[config.mk]
export PLATFORM = sky130hd
export DESIGN_NAME = ir_manchester_frame_sender_unit
export DESIGN_NICKNAME = d
export VERILOG_FILES = /design/src/sv/irmfs_pkg.sv /design/src/sv/irmfs_core.sv /design/src/sv/ir_manchester_frame_sender_unit.sv
export VERILOG_INCLUDE_DIRS = /design/src /design/src/sv
export SDC_FILE = /design/constraint.sdc
export NUM_CORES = 1
export LEC_CHECK = 0
export BUFFER_PORTS_ARGS = -buffer_cell sky130_fd_sc_hd__buf_2
export CAP_MARGIN = 10
export CORE_ASPECT_RATIO = 0.9
export CORE_MARGIN = 1
export CORE_UTILIZATION = 40
export CTS_CLUSTER_DIAMETER = 200
export DETAILED_ROUTE_END_ITERATION = 8
export PLACE_DENSITY_LB_ADDON = 0.1
export RECOVER_POWER = 50
export SYNTH_ARGS = -nofsm -noshare
export SYNTH_HDL_FRONTEND = slang
export SYNTH_SLANG_ARGS = --single-unit
export TNS_END_PERCENT = 100
[constraint.sdc]
create_clock -name clk -period 14.3 [get_ports clk]
set_input_delay 2.145 -clock clk [delete_from_list [all_inputs] [get_ports clk]]
set_output_delay 2.145 -clock clk [all_outputs]
set_load 0.05 [all_outputs]
[src/sv/ir_manchester_frame_sender_unit_assert.svh]
// assertion macros shared by the ir manchester frame sender rtl
// depends on: a clock named clk and a synchronous reset named rst in the using module
`ifndef IR_MANCHESTER_FRAME_SENDER_UNIT_ASSERT_SVH
`define IR_MANCHESTER_FRAME_SENDER_UNIT_ASSERT_SVH

// consequent must hold in the same cycle as the antecedent
`define IRMFS_ASSERT_NOW(lbl, ante, cons, msg) \
  lbl: assert property (@(posedge clk) disable iff (rst) (ante) |-> (cons)) \
    else $error(msg);

// consequent must hold in the cycle after the antecedent
`define IRMFS_ASSERT_NEXT(lbl, ante, cons, msg) \
  lbl: assert property (@(posedge clk) disable iff (rst) (ante) |=> (cons)) \
    else $error(msg);

`endif

[src/sv/irmfs_pkg.sv]
// shared types and constants for the ir manchester frame sender
// no dependencies
`default_nettype none

package irmfs_pkg;

  localparam int WORDS_PER_FRAME = 4;
  localparam int BITS_PER_WORD   = 8;
  localparam int LOADED_WORDS    = 4;
  localparam int WORD_W          = 16;
  localparam int WORD_TOP_BIT    = WORD_W - 1;
  localparam int CNT_W           = 4;
  localparam int BIT_IDX_W       = 4;
  localparam int WSEL_W          = $clog2(LOADED_WORDS);
  localparam int WIDX_MIN_W      = $clog2(WORDS_PER_FRAME + 1);
  localparam int WIDX_W          = (WIDX_MIN_W > WSEL_W) ? WIDX_MIN_W : WSEL_W + 1;
  localparam int FUNC_W          = 2;
  localparam int CFG_IDX_W       = 1;
  localparam int CFG_DATA_W      = 4;

  localparam logic [CNT_W-1:0] HEADER_TICKS_RESET = CNT_W'(6);
  localparam logic [CNT_W-1:0] PAUSE_TICKS_RESET  = CNT_W'(3);

  typedef enum logic [FUNC_W-1:0] {
    FUNC_TICK  = 2'd0,
    FUNC_START = 2'd1,
    FUNC_LOAD  = 2'd2
  } func_t;

  typedef enum logic [CFG_IDX_W-1:0] {
    REG_HEADER_TICKS = 1'b0,
    REG_PAUSE_TICKS  = 1'b1
  } cfg_reg_t;

  typedef struct packed {
    logic carrier_on;
    logic sending;
    logic frame_done;
    logic load_taken;
  } result_t;

endpackage

`default_nettype wire

[src/sv/irmfs_core.sv]
// command decode and frame sequencing state of the ir manchester frame sender
// depends on: irmfs_pkg, ir_manchester_frame_sender_unit_assert.svh
`default_nettype none

`include "ir_manchester_frame_sender_unit_assert.svh"

module irmfs_core (
  input  wire logic                          clk,
  input  wire logic                          rst,
  input  wire logic                          fire,
  input  wire logic [irmfs_pkg::FUNC_W-1:0]  func,
  input  wire logic [irmfs_pkg::WORD_W-1:0]  word_a,
  input  wire logic [irmfs_pkg::WORD_W-1:0]  word_b,
  input  wire logic [irmfs_pkg::WORD_W-1:0]  word_c,
  input  wire logic [irmfs_pkg::WORD_W-1:0]  word_d,
  input  wire logic [irmfs_pkg::CNT_W-1:0]   header_ticks,
  input  wire logic [irmfs_pkg::CNT_W-1:0]   pause_ticks,
  output irmfs_pkg::result_t                 result
);
  import irmfs_pkg::*;

  logic                 carrier_level, carrier_level_next;
  logic [CNT_W-1:0]     header_left, header_left_next;
  logic                 header_started, header_started_next;
  logic                 active, active_next;
  logic [CNT_W-1:0]     pause_left, pause_left_next;
  logic                 half_phase, half_phase_next;
  logic [BIT_IDX_W-1:0] bit_index, bit_index_next;
  logic [WIDX_W-1:0]    word_index, word_index_next;
  logic [WORD_W-1:0]    frame_words [LOADED_WORDS];

  logic                 done;
  logic                 taken;
  logic                 load_words;
  logic [WORD_W-1:0]    cur_word;
  logic                 cur_bit;
  logic [BIT_IDX_W:0]   bit_inc;
  func_t                cmd;

  assign cmd = func_t'(func);

  // words past the loaded ones go out as zero
  always_comb begin
    if (word_index < WIDX_W'(LOADED_WORDS)) begin
      cur_word = frame_words[word_index[WSEL_W-1:0]];
    end else begin
      cur_word = '0;
    end
  end

  assign cur_bit = cur_word[BIT_IDX_W'(WORD_TOP_BIT) - bit_index];
  assign bit_inc = {1'b0, bit_index} + (BIT_IDX_W+1)'(1);

  always_comb begin
    carrier_level_next  = carrier_level;
    header_left_next    = header_left;
    header_started_next = header_started;
    active_next         = active;
    pause_left_next     = pause_left;
    half_phase_next     = half_phase;
    bit_index_next      = bit_index;
    word_index_next     = word_index;
    done                = 1'b0;
    taken               = 1'b0;
    load_words          = 1'b0;
    case (cmd)
      FUNC_TICK: begin
        if (header_left != '0) begin
          header_left_next = header_left - CNT_W'(1);
        end else if (active) begin
          if (pause_left != '0) begin
            pause_left_next    = pause_left - CNT_W'(1);
            carrier_level_next = 1'b0;
          end else if (word_index < WIDX_W'(WORDS_PER_FRAME)) begin
            // manchester: bit first, then its inverse
            carrier_level_next = cur_bit ^ half_phase;
            half_phase_next    = ~half_phase;
            if (half_phase) begin
              if (bit_inc >= (BIT_IDX_W+1)'(BITS_PER_WORD)) begin
                bit_index_next  = '0;
                word_index_next = word_index + WIDX_W'(1);
              end else begin
                bit_index_next = bit_inc[BIT_IDX_W-1:0];
              end
            end
          end else begin
            carrier_level_next  = 1'b0;
            active_next         = 1'b0;
            header_started_next = 1'b0;
            done                = 1'b1;
          end
        end
      end
      FUNC_START: begin
        carrier_level_next  = 1'b1;
        header_left_next    = header_ticks;
        header_started_next = 1'b1;
      end
      FUNC_LOAD: begin
        if (header_started) begin
          load_words      = 1'b1;
          half_phase_next = 1'b0;
          bit_index_next  = '0;
          word_index_next = '0;
          pause_left_next = pause_ticks;
          active_next     = 1'b1;
          taken           = 1'b1;
        end
      end
      default: begin
      end
    endcase
  end

  always_ff @(posedge clk) begin
    if (rst) begin
      carrier_level  <= 1'b0;
      header_left    <= '0;
      header_started <= 1'b0;
      active         <= 1'b0;
      pause_left     <= '0;
      half_phase     <= 1'b0;
      bit_index      <= '0;
      word_index     <= '0;
    end else if (fire) begin
      carrier_level  <= carrier_level_next;
      header_left    <= header_left_next;
      header_started <= header_started_next;
      active         <= active_next;
      pause_left     <= pause_left_next;
      half_phase     <= half_phase_next;
      bit_index      <= bit_index_next;
      word_index     <= word_index_next;
    end
  end

  always_ff @(posedge clk) begin
    if (fire && load_words) begin
      frame_words[0] <= word_a;
      frame_words[1] <= word_b;
      frame_words[2] <= word_c;
      frame_words[3] <= word_d;
    end
  end

  assign result.carrier_on = carrier_level_next;
  assign result.sending    = active_next;
  assign result.frame_done = done;
  assign result.load_taken = taken;

  `IRMFS_ASSERT_NOW(a_done_ends_frame, fire && done, !active_next && !carrier_level_next && !taken, "frame done while still sending")
  `IRMFS_ASSERT_NOW(a_load_needs_header, fire && cmd == FUNC_LOAD && !header_started, !taken && !load_words, "load taken without a started header")
  `IRMFS_ASSERT_NEXT(a_start_sets_carrier, fire && cmd == FUNC_START, carrier_level && header_started, "start did not raise carrier")
  `IRMFS_ASSERT_NEXT(a_pause_holds_off, fire && cmd == FUNC_TICK && header_left == '0 && active && pause_left != '0, !carrier_level && pause_left == $past(pause_left) - CNT_W'(1), "pause tick did not hold carrier off")
  `IRMFS_ASSERT_NOW(a_word_index_bound, active, word_index <= WIDX_W'(WORDS_PER_FRAME), "word index past frame end")

endmodule

`default_nettype wire

[src/sv/ir_manchester_frame_sender_unit.sv]
// top level of the ir manchester frame sender: config registers and result buffer
// depends on: irmfs_pkg, irmfs_core, ir_manchester_frame_sender_unit_assert.svh
//
//   channel   handshake               payload
//   command   cmd_valid / cmd_ready   func, word_a, word_b, word_c, word_d
//   result    res_valid / res_ready   carrier_on, sending, frame_done, load_taken
//   config    cfg_we                  cfg_index, cfg_data
//
// one command per cycle while cmd_ready is high; its result is registered
// the result side has an output register plus a skid entry, so cmd_ready only drops
// once both hold results that are not yet taken
// rst clears the sequencing state, the config registers (header 6, pause 3) and the buffer
// frame words hold no reset value and are written by each accepted load
`default_nettype none

`include "ir_manchester_frame_sender_unit_assert.svh"

module ir_manchester_frame_sender_unit (
  input  wire logic                              clk,
  input  wire logic                              rst,
  input  wire logic                              cmd_valid,
  output logic                                   cmd_ready,
  input  wire logic [irmfs_pkg::FUNC_W-1:0]      func,
  input  wire logic [irmfs_pkg::WORD_W-1:0]      word_a,
  input  wire logic [irmfs_pkg::WORD_W-1:0]      word_b,
  input  wire logic [irmfs_pkg::WORD_W-1:0]      word_c,
  input  wire logic [irmfs_pkg::WORD_W-1:0]      word_d,
  output logic                                   res_valid,
  input  wire logic                              res_ready,
  output logic                                   carrier_on,
  output logic                                   sending,
  output logic                                   frame_done,
  output logic                                   load_taken,
  input  wire logic                              cfg_we,
  input  wire logic [irmfs_pkg::CFG_IDX_W-1:0]   cfg_index,
  input  wire logic [irmfs_pkg::CFG_DATA_W-1:0]  cfg_data
);
  import irmfs_pkg::*;

  logic [CNT_W-1:0] header_ticks;
  logic [CNT_W-1:0] pause_ticks;
  logic             cmd_fire;
  logic             res_fire;
  result_t          new_result;
  result_t          res_data;
  result_t          skid_data;
  logic             skid_valid;

  assign cmd_ready = ~skid_valid;
  assign cmd_fire  = cmd_valid & cmd_ready;
  assign res_fire  = res_valid & res_ready;

  always_ff @(posedge clk) begin
    if (rst) begin
      header_ticks <= HEADER_TICKS_RESET;
      pause_ticks  <= PAUSE_TICKS_RESET;
    end else if (cfg_we) begin
      case (cfg_reg_t'(cfg_index))
        REG_HEADER_TICKS: header_ticks <= cfg_data[CNT_W-1:0];
        REG_PAUSE_TICKS:  pause_ticks  <= cfg_data[CNT_W-1:0];
        default: begin
        end
      endcase
    end
  end

  irmfs_core u_core (
    .clk          (clk),
    .rst          (rst),
    .fire         (cmd_fire),
    .func         (func),
    .word_a       (word_a),
    .word_b       (word_b),
    .word_c       (word_c),
    .word_d       (word_d),
    .header_ticks (header_ticks),
    .pause_ticks  (pause_ticks),
    .result       (new_result)
  );

  // output register with one skid entry behind it
  always_ff @(posedge clk) begin
    if (rst) begin
      res_valid  <= 1'b0;
      skid_valid <= 1'b0;
    end else begin
      if (!res_valid || res_fire) begin
        if (skid_valid) begin
          res_valid  <= 1'b1;
          res_data   <= skid_data;
          skid_valid <= 1'b0;
        end else begin
          res_valid <= cmd_fire;
          res_data  <= new_result;
        end
      end else if (cmd_fire) begin
        skid_valid <= 1'b1;
        skid_data  <= new_result;
      end
    end
  end

  assign carrier_on = res_data.carrier_on;
  assign sending    = res_data.sending;
  assign frame_done = res_data.frame_done;
  assign load_taken = res_data.load_taken;

  `IRMFS_ASSERT_NOW(a_skid_behind_output, skid_valid, res_valid, "skid entry holds a result ahead of the output register")
  `IRMFS_ASSERT_NEXT(a_stall_fills_skid, res_valid && !res_ready && cmd_fire, skid_valid, "transfer lost while output stalled")
  `IRMFS_ASSERT_NEXT(a_transfer_shows_result, cmd_fire && !skid_valid && (!res_valid || res_ready), res_valid, "transfer produced no result")

endmodule

`default_nettype wire
* After elaboration in Yosys (flattened, before gate mapping)
Memory sizes are Yosys's and may differ from the RTL's. A register that Yosys moved wholly into a read port is not among the register bits. Index checks and enable logic that the tools add are counted.
Cells by class: eq/ne operators 12, reduce and logical (&&, ||, !) cells 19, add/subtract/negate cells 5, multiplexer cells 61, bitwise operators 8, $lt $le $gt $ge 3
Operators by type and width (number):
- two-way mux 4 bit | 13
- two-way mux 1 bit | 29
- case mux 4 bit (2 select lines) | 3
- two-way mux 3 bit | 7
- two-way mux 16 bit | 1
- != test 2 x 1 -> 1 bit, second input constant | 7
- AND reduction 6 bit | 2
- AND reduction 9 bit | 1
- case mux 1 bit (2 select lines) | 4
- AND reduction 8 bit | 1
- nonzero test 4 bit | 2
- subtractor 4 x 1 -> 4 bit, second input constant | 2
- AND reduction 7 bit | 1
- != test 2 bit, second input constant | 3
- case mux 3 bit (2 select lines) | 1
- AND reduction 2 bit | 3
- AND reduction 3 bit | 2
- adder 4 x 1 -> 5 bit, second input constant | 1
- >= comparator 5 x 4 -> 1 bit, second input constant | 1
- less-than comparator 4 x 5 -> 1 bit, second input constant | 1
- NOT 1 bit | 5
- binary-select mux 1 bit (select 4 bit) | 1
- two-way mux 2 bit | 2
- nonzero test 2 bit | 2
- other kinds (12) | 13
Word-level totals: output and inout bits 6, register bits after elaboration 37, memory bits (writable) 64, memories 1, logic and storage cells 129, input port bits 76
Memories:
- u_core.frame_words | words 4, bits a word 16, rd ports 1, clocked after Yosys merged registers in 1, wr ports 4, RTL line irmfs_core.sv:30 | logic [WORD_W-1:0] frame_words [LOADED_WORDS];

* Depth between registers and ports, before layout
Gate-level depths: netlist of the first run.
depth after elaboration 11, gate-level depth with buffers 9, depth with buffers taken out 9

* Hierarchy
Synthesis of the first run repeated with hierarchy kept, for this count alone.
Unflattened totals: cells, all modules 342, area, all modules 4418.0 um^2
Modules (own cells, without submodules):
- irmfs_core | cells an instance 287, instances 1, area an instance 3711.1 um^2, seq. area each 2342.2 um^2
- ir_manchester_frame_sender_unit | cells an instance 55, instances 1, area an instance 706.9 um^2, seq. area each 440.4 um^2

* Least setup slack after synthesis of the first run
Ideal clock, no wire load.
path kind input to register, from input func[1] (netlist name), to memory u_core.frame_words[0][0], enable pin, path slack 8.224 ns, data required time 13.809 ns, arrival time 5.585 ns, cell stages on the path 5, cells stage by stage clkbuf_1 inv_1 nor2_1 nand2_1 nor2_1
RTL lines:
- start: declaration | RTL line ir_manchester_frame_sender_unit.sv:23 | input wire logic [irmfs_pkg::FUNC_W-1:0] func,
- end: declaration | RTL line irmfs_core.sv:30

==> flow_metrics.py, run 1 <==
metrics = {
    "setup_path": {
        "cp_top_family": "simple AND/OR/NAND/NOR gates",
        "endpoint": "u_core.frame_words[1][14]",
        "worstPathBufferInverterCount": 3,
        "crit_path_start_kind": "input pin",
        "cp_max_fo": 67,
        "worstPathArrival_ps": 4180,
        "critPathMaxStageDelay_ps": 640,
        "required_ps": 14270,
        "r2r-end": "carrier_on",
        "rrSetupSlack_ps": 11300,
        "cp.depth": 6,
        "cp_slowest_cell": "buf_4",
        "reg2reg_depth": 7,
        "crit_path_cell_trace": "buf_2 -> inv_1 -> nor2_1 -> nand2_1 -> nor2_4 -> buf_4",
        "cp-end-kind": "flip-flop",
        "critPathKind": "input pin to flip-flop",
        "startpoint": "func[1]",
    },
    "sta": {
        "tns_ps": 0,
        "period_needed_ps": 4220,
        "final_max_slew_viol_count": 0,
        "fmax_ghz": 0.237,
        "tightest_slew_ps": 1280,
        "slew_headroom_pct": 14.5,
        "setup_slack_ps": 10080,
        "final-setup-viol-count": 0,
        "fin_crit_sh_pct": 29.5,
        "fin_skew_ps": 4.20,
        "final-hold-violation-count": 0,
        "rsz0062_at_grt": "no",
    },
    "synthesis": {
        "synth_cell_types": 47,
        "yosys_warnings": 0,
        "synth_edf_count": 72,
        "syn-instance-count": 326,
        "ys_ff_latch": 103,
        "async_flop_share_pct": 0,
        "synth-main-ff-cell": "edfxtp_1",
        "synth_seq_area_share_pct": 64.5,
        "syn_area_per_cell_sq_um": 13.2,
        "syn_area_sq_um": 4310,
        "synth_nets": 408,
    },
    "floorplan": {
        "rows": 35,
        "dieHeight_microns": 100,
        "io_pins": 82,
        "die_area_sq_um": 11200,
        "core_area_sq_um": 10400,
        "die_width_microns": 111,
        "initial_utilization_pct": 41.5,
    },
    "cells_and_area": {
        "num-nets-final": 487,
        "layout_commonest_cell": "buf_2",
        "fin_util_pct": 49.8,
        "fill_cells": 895,
        "stdcell_count": 539,
        "diodes": 0,
        "drive_gt1_share_pct": 26.8,
        "layout_common_cells": "buf_2 (76), edfxtp_1 (72), nor2_1 (34), dfxtp_1 (31), nand2_1 (28)",
        "syn2layout_area_growth_pct": 19.9,
    },
    "route": {
        "drt_iter0_markers": 168,
        "wl_microns": 7740,
        "drcViolationCount": 12,
        "wire_per_inst_microns": 14.4,
        "route.antenna.remaining_nets": 0,
        "dr.pass1.iters": 6,
        "vias_per_cell": 5.06,
        "num_vias": 2725,
    },
    "power_and_ir_drop": {
        "p_total_w": 0.000640,
        "p_leak_nw": 1.85,
        "power.density_nw_per_um2": 124,
        "ir_drop_uv": 66.9,
    },
    "clock_tree": {
        "cts_tree": "yes",
        "cts_resized": 0,
        "post_cts_buffers": 0,
        "cts_buffer_depth": 2,
        "insertion_delay_ps": 340,
        "htree_levels": 3,
        "numCtsBuffers": 9,
        "holdBufCountCts": 0,
        "numClockSinks": 103,
        "root_buffer": "clkbuf_16",
        "clkTransAtPathRegs_ps": 70,
    },
    "placement": {
        "dp.cells": 523,
        "dp_slack_ps": 9740,
        "hpwl_microns": 5350,
        "placement.io_buffers": 81,
        "place_congestion": 0.752,
    },
    "global_routing": {
        "grt.total_usage_pct": 14.6,
        "grt_pass1_wl_microns": 12500,
        "overflow": 0,
        "grt_pass1_vias": 2610,
        "antenna_found_initial": 0,
        "grt_max_degree": 68,
    },
    "job": {
        "drv_cap": 0,
    },
    "run_status": {
        "violations": "DRC",
        "status": "finished with violations",
    },
    "hold_path": {
        "hp-class": "flip-flop to flip-flop",
    },
}
==> routing by layer <==
metal | vias to the layer above | wire length [microns] | GRT usage [%]
met5 | - | 0 | 0
li1 | 1373 | - | -
met3 | 7 | 413 | 4.57
met2 | 61 | 3510 | 22.6
met4 | 0 | 109 | 5.61
met1 | 1284 | 3700 | 19.4
==> worst reg2reg max path, cell delays in order, from the launching register on <==
cell and delay (ps):
dfxtp_1 890, mux4_2 610, mux2i_1 160, mux2i_1 110, a2111o_1 450, o2111a_1 140
nor3_2 280, o31ai_1 120
==> power by group <==
group	switching (W)	internal, W
registers	0.00000289	0.000324
logic	0.0000187	0.0000147
clock network	0.000103	0.000177
total	0.000125	0.000515
==> cells in the mapped netlist (2+ instances only) <==
library cell | count | area share [%]
nor2b_1 | 8 | 1.2
a21oi_1 | 23 | 2.7
buf_6 | 2 | 0.52
nor3b_1 | 3 | 0.52
nand3_1 | 6 | 0.70
a211o_1 | 2 | 0.41
nor2_1 | 35 | 3.0
nand3b_1 | 3 | 0.52
and3_1 | 2 | 0.29
nor3_1 | 10 | 1.2
ha_1 | 6 | 1.7
nand2b_1 | 5 | 0.73
a211oi_1 | 4 | 0.70
or2_2 | 2 | 0.29
a22oi_1 | 2 | 0.35
o31ai_1 | 5 | 0.87
mux2i_1 | 12 | 2.8
mux4_2 | 9 | 4.7
inv_1 | 10 | 0.87
dfxtp_1 | 31 | 14
edfxtp_1 | 72 | 50
clkbuf_1 | 8 | 0.70
o21ai_0 | 7 | 0.81
xnor2_1 | 2 | 0.41
mux4_1 | 4 | 2.4
buf_2 | 3 | 0.35
nand2_1 | 28 | 2.4
o211ai_1 | 3 | 0.52
==> state kept, by name (all words and copies together) (netlist names), 3 cells and up, named ones only <==
name,flops
u_core.frame_words,64
u_core.pause_left,4
skid_data,4
u_core.bit_index,4
header_ticks,4
pause_ticks,4
u_core.word_index,3
u_core.header_left,4
==> per-stage QoR <==
stage | instance area (sq um) | hold slack [ps]
2_1_floorplan | 4310 | 435
3_5_place_dp | 4820 | 456
6_report | 5170 | 461
5_1_grt | 5170 | 483
3_3_place_gp | 4820 | 458
4_1_cts | 5180 | 466
==> layout make-up <==
| class | count | area, sq um | share of cell area (%) |
|---|---|---|---|
| clock buffer | 10 | 239 | 4.62 |
| inverter | 10 | 37.5 | 0.726 |
| multi-input combinational | 198 | 1420 | 27.5 |
| sequential | 103 | 2780 | 53.8 |
| clock inverter | 6 | 115 | 2.23 |
| timing repair buffer | 83 | 414 | 8.01 |
| tap | 129 | 161 | 3.12 |
==> cells by family after synthesis <==
group,count (synthesis),share of synthesized area (%)
simple gates,108,12.1
flops,103,64.5
compound gates,55,8.15
mux,26,10.2
buf+inv,25,2.70
fa+ha+maj,6,1.74
xor+xnor,3,0.610
==> how the worst min path moves through the flow <==
stage | from | end | cells after the start
after floorplan | pause_ticks[0] | pause_ticks[0] | 1
after global placement | header_ticks[1] | header_ticks[1] | 2
after detailed placement | pause_ticks[3] | pause_ticks[3] | 2
after CTS | pause_ticks[3] | pause_ticks[3] | 2
after global routing | pause_ticks[0] | pause_ticks[0] | 1
final | pause_ticks[3] | pause_ticks[3] | 2
(Power assumes the default switching activity.)
==> inputs of run 2 (changes only) <==
==> constraint.sdc (replaced) <==
create_clock -name clk -period 3.5 [get_ports clk]
set_input_delay 0.525 -clock clk [delete_from_list [all_inputs] [get_ports clk]]
set_output_delay 0.525 -clock clk [all_outputs]
set_load 0.05 [all_outputs]
==> flow_metrics.py, run 2 (synthesized netlist as in run 1, its figures left out) <==
metrics = {
    "setup_path": {
        "cp_top_family": "buffers and inverters",
        "reg2reg_depth": 8,
        "critPathKind": "input pin to flip-flop",
        "cp-end-kind": "flip-flop",
        "startpoint": "func[1]",
        "crit_top_cell": "clkbuf_1",
        "worstPathBufferInverterCount": 3,
        "cp_max_fo": 31,
        "cp_slowest_cell": "clkbuf_1",
        "r2r-end": "carrier_on",
        "rrSetupSlack_ps": 850,
        "worstPathArrival_ps": 2660,
        "critPathMaxStageDelay_ps": 1170,
        "required_ps": 3440,
        "crit_path_start_kind": "input pin",
        "crit_path_cell_trace": "clkbuf_1 -> inv_1 -> nor2_1 -> nand2_1 -> nor2_4 -> clkbuf_1",
    },
    "cells_and_area": {
        "layout_commonest_cell": "buf_2",
        "largest_reg_flops": 64,
        "top_register": "u_core.frame_words",
        "layout_common_cells": "buf_2 (74), edfxtp_1 (72), nor2_1 (34), dfxtp_1 (31), nand2_1 (28)",
        "drive_gt1_share_pct": 26.6,
        "syn2layout_area_growth_pct": 19.3,
        "fin_util_pct": 49.6,
        "num-nets-final": 491,
        "final_area_sq_um": 5140,
        "diodes": 0,
    },
    "floorplan": {
        "dieHeight_microns": 100,
        "die_width_microns": 111,
        "initial_utilization_pct": 41.5,
        "die_area_sq_um": 11200,
        "rows": 35,
        "core_area_sq_um": 10400,
        "io_pins": 82,
    },
    "sta": {
        "final-setup-viol-count": 0,
        "rsz0062_at_grt": "no",
        "final_max_slew_viol_count": 32,
        "setup_slack_ps": 783,
        "tns_ps": 0,
        "fin_skew_ps": 9.23,
        "fin_crit_sh_pct": 77.6,
        "fmax_ghz": 0.368,
        "tightest_slew_ps": 1620,
        "final-hold-violation-count": 0,
        "period_needed_ps": 2720,
        "whs_ps": 349,
        "slew_headroom_pct": -8.02,
    },
    "hold_path": {
        "hp-class": "input pin to flip-flop",
        "holdPathStages": 1,
        "whs_endpoint": "u_core.frame_words[0][1]",
        "min_from": "word_a[1]",
    },
    "clock_tree": {
        "post_cts_buffers": 0,
        "insertion_delay_ps": 350,
        "cts_tree": "yes",
        "numCtsBuffers": 9,
        "root_buffer": "clkbuf_16",
        "cts_resized": 0,
        "numClockSinks": 103,
        "cts_buffer_depth": 2,
        "holdBufCountCts": 0,
        "clkTransAtPathRegs_ps": 70,
        "htree_levels": 3,
    },
    "placement": {
        "dp_slack_ps": 849,
        "place_congestion": 0.732,
        "place_area_sq_um": 4850,
        "hpwl_microns": 5750,
        "placement.io_buffers": 81,
    },
    "global_routing": {
        "antenna_found_initial": 0,
        "grt_pass1_wl_microns": 12800,
        "overflow": 0,
        "grt_max_degree": 37,
        "top_usage_layer": "met2",
        "use_met3_pct": 4.39,
        "grt_pass1_vias": 2679,
        "grt_use_met2_pct": 24.6,
        "grt.total_usage_pct": 15.0,
        "grt_use_met1_pct": 18.9,
    },
    "run_status": {
        "violations": "DRC, capacitance limit, slew limit",
        "status": "finished with violations",
    },
    "job": {
        "drv_cap": 1,
    },
    "power_and_ir_drop": {
        "ir_drop_uv": 320,
        "p_leak_nw": 1.84,
        "power.density_nw_per_um2": 484,
    },
    "route": {
        "route.antenna.remaining_nets": 0,
        "num_vias": 2737,
        "wire_per_inst_microns": 14.7,
        "drt_iter0_markers": 163,
        "wl_microns": 7990,
        "vias_per_cell": 5.04,
        "drcViolationCount": 5,
        "dr.pass1.iters": 7,
    },
}
==> run 2: cell count changes in the layout (fill, tap and decap cells not counted) <==
cell       before  now
clkinv_4        1    0
inv_6           1    3
bufinv_16       3    1
clkinv_1        0    1
inv_8           0    1
clkbuf_8        1    0
buf_2          76   74
and2_0          1    0
clkbuf_1        5    8
buf_4           2    5
and2_1          0    1
==> run 2: layer usage <==
metal,part of all wire [%],up-vias
met4,1.3,0
met1,47,1285
li1,-,1379
met5,0,-
met2,47,63
met3,4.2,10
==> run 2: final cells by class <==
| class | instances | area, sq um |
|---|---|---|
| clock buffers | 9 | 225 |
| multi-input cells | 198 | 1420 |
| clock inverters | 7 | 78.8 |
| flip-flops and latches | 103 | 2780 |
| repair buffers | 87 | 438 |
| inverters | 10 | 37.5 |
| fillers | 935 | 5240 |
| well taps | 129 | 161 |
==> run 2: worst max-delay path by stage <==
| stage | to | depth (start not counted) |
|---|---|---|
| 6_report | u_core.frame_words[2][14] | 6 |
| 3_3_place_gp | carrier_on | 8 |
| 3_5_place_dp | carrier_on | 7 |
| 2_1_floorplan | u_core.frame_words[0][0] | 5 |
| 5_1_grt | u_core.active | 8 |
| 4_1_cts | carrier_on | 7 |
==> run 2: metrics by stage <==
stage          total power, W  cells
2_1_floorplan         0.00144    326
3_3_place_gp          0.00150    527
3_5_place_dp          0.00150    527
4_1_cts               0.00253    543
5_1_grt               0.00258    543
6_report              0.00249    543
==> run 2: power by group <==
group | leakage, nW | internal (W) | switching [W]
combinational | 0.783 | 0.0000607 | 0.0000776
clock | 0.146 | 0.000565 | 0.000455
sequential | 0.910 | 0.00132 | 0.0000114
total | 1.84 | 0.00195 | 0.000544
==> inputs of run 3 (changes only) <==
==> constraint.sdc (replaced) <==
create_clock -name clk -period 2.6 [get_ports clk]
set_input_delay 0.39 -clock clk [delete_from_list [all_inputs] [get_ports clk]]
set_output_delay 0.39 -clock clk [all_outputs]
set_load 0.05 [all_outputs]
==> flow_metrics.py, run 3 (synthesized netlist as in run 1, its figures left out) <==
metrics = {
    "clock_tree": {
        "htree_levels": 3,
        "numCtsBuffers": 9,
        "holdBufCountCts": 0,
        "numClockSinks": 103,
        "root_buffer": "clkbuf_16",
        "cts_tree": "yes",
        "post_cts_buffers": 0,
        "clkTransAtPathRegs_ps": 70,
        "insertion_delay_ps": 340,
        "cts_buffer_depth": 2,
    },
    "route": {
        "drcViolationCount": 6,
        "wl_microns": 7840,
        "dr.pass1.iters": 9,
        "wire_per_inst_microns": 14.4,
        "num_vias": 2768,
        "route.antenna.remaining_nets": 0,
        "vias_per_cell": 5.08,
        "drt_iter0_markers": 110,
    },
    "sta": {
        "tightest_slew_ps": 1260,
        "fin_skew_ps": 8.36,
        "fmax_ghz": 0.414,
        "rsz0062_at_grt": "no",
        "final-setup-viol-count": 0,
        "final-hold-violation-count": 0,
        "period_needed_ps": 2420,
        "tns_ps": 0,
        "slew_headroom_pct": 15.9,
        "fin_crit_sh_pct": 93.0,
        "final_max_slew_viol_count": 0,
    },
    "power_and_ir_drop": {
        "p_clk_share_pct": 41.0,
        "ir_drop_uv": 376,
        "p_leak_nw": 1.86,
        "seq_power_share_pct": 53.4,
        "p_comb_share_pct": 5.6,
        "p_sw_share_pct": 21.8,
        "power_switching_w": 0.000734,
        "intPower_w": 0.00263,
        "power.density_nw_per_um2": 648,
    },
    "setup_path": {
        "cp_max_fo": 5,
        "r2r-end": "carrier_on",
        "worstPathArrival_ps": 2500,
        "critPathKind": "flip-flop to flip-flop",
        "reg2reg_depth": 7,
        "crit_path_start_kind": "flip-flop",
        "required_ps": 2680,
        "cp-end-kind": "flip-flop",
        "rrSetupSlack_ps": 180,
    },
    "floorplan": {
        "rows": 35,
        "io_pins": 82,
        "dieHeight_microns": 100,
        "die_area_sq_um": 11200,
        "initial_utilization_pct": 41.5,
        "core_area_sq_um": 10400,
        "die_width_microns": 111,
    },
    "cells_and_area": {
        "syn2layout_area_growth_pct": 20.4,
        "num-nets-final": 493,
        "final_area_sq_um": 5190,
        "layout_common_cells": "buf_2 (73), edfxtp_1 (72), nor2_1 (34), dfxtp_1 (29), nand2_1 (28)",
        "drive_gt1_share_pct": 27.9,
        "layout_commonest_cell": "buf_2",
        "fill_cells": 925,
        "top_register": "u_core.frame_words",
        "diodes": 0,
        "largest_reg_flops": 64,
    },
    "placement": {
        "hpwl_microns": 5540,
        "place_congestion": 0.746,
        "placement.io_buffers": 81,
        "place_area_sq_um": 4890,
    },
    "run_status": {
        "violations": "DRC",
        "status": "finished with violations",
    },
    "hold_path": {
        "whs_endpoint": "u_core.frame_words[0][9]",
        "hp-class": "input pin to flip-flop",
        "min_from": "word_a[9]",
        "holdPathStages": 1,
    },
    "global_routing": {
        "grt_max_degree": 67,
        "grt_pass1_wl_microns": 13200,
        "grt_pass1_vias": 2799,
        "overflow": 0,
        "grt.total_usage_pct": 15.1,
        "antenna_found_initial": 0,
    },
    "job": {
        "drv_cap": 0,
    },
}
[run 3: worst max-delay path by stage]
stage                         start                  endpoint  slack, ps
after floorplan             func[1]  u_core.frame_words[0][0]        100
after global placement    flip-flop                carrier_on        130
after detailed placement  flip-flop                carrier_on         80
after CTS                 flip-flop                carrier_on         50
after global routing      flip-flop                carrier_on         20
final                     flip-flop                carrier_on        180
[run 3: area by class of cell]
type	count	area (sq um)	share of cell area, %
Clock inverter	7	88.8	1.71
Inverter	10	37.5	0.723
Timing Repair Buffer	89	468	9.01
Multi-Input combinational cell	198	1430	27.5
Tap cell	129	161	3.11
Sequential cell	103	2790	53.6
Clock buffer	9	225	4.34
[run 3: per-stage QoR]
stage                     hold slack (ps)  worst slack [ps]  instances  power (W)  utilization [%]
after global placement                454               132        529    0.00202             47.1
final                                 217               182        545    0.00336             50.0
after CTS                             203              47.4        545    0.00341             50.2
after floorplan                       435              99.7        326    0.00194                -
after detailed placement              455              78.7        529    0.00202             47.1
after global routing                  196              19.4        545    0.00350             50.0
[run 3: critical path, cell delays in order, from the launching register on]
cell and delay, ps:
dfxtp_2 400, mux4_1 570, mux2i_1 160, mux2i_1 100, a2111o_1 440, o2111a_1 140, nor3_2 250, o31ai_1 100
[run 3: power groups by stage]
stage	combinational (W)	sequential, W	clock [W]
floorplan	0.0000916	0.00184	0
global placement	0.000187	0.00183	0
detailed placement	0.000191	0.00183	0
CTS	0.000192	0.00179	0.00142
global route	0.000212	0.00180	0.00149
finish	0.000187	0.00180	0.00138
[run 3: metal layers]
metal / part of all wire, % / vias up / GRT usage [%]
li1: - / 1382 / -
met1: 48 / 1308 / 19.9
met2: 45 / 70 / 23.6
met3: 5.8 / 8 / 5.11
met4: 1.2 / 0 / 4.99
met5: 0 / - / 0
[run 3: what timing repair did]
item                                    4_1_cts  5_1_grt
gates resized for setup                       0        4
endpoints found under the setup margin        0        3
endpoints found under the hold margin         0        0
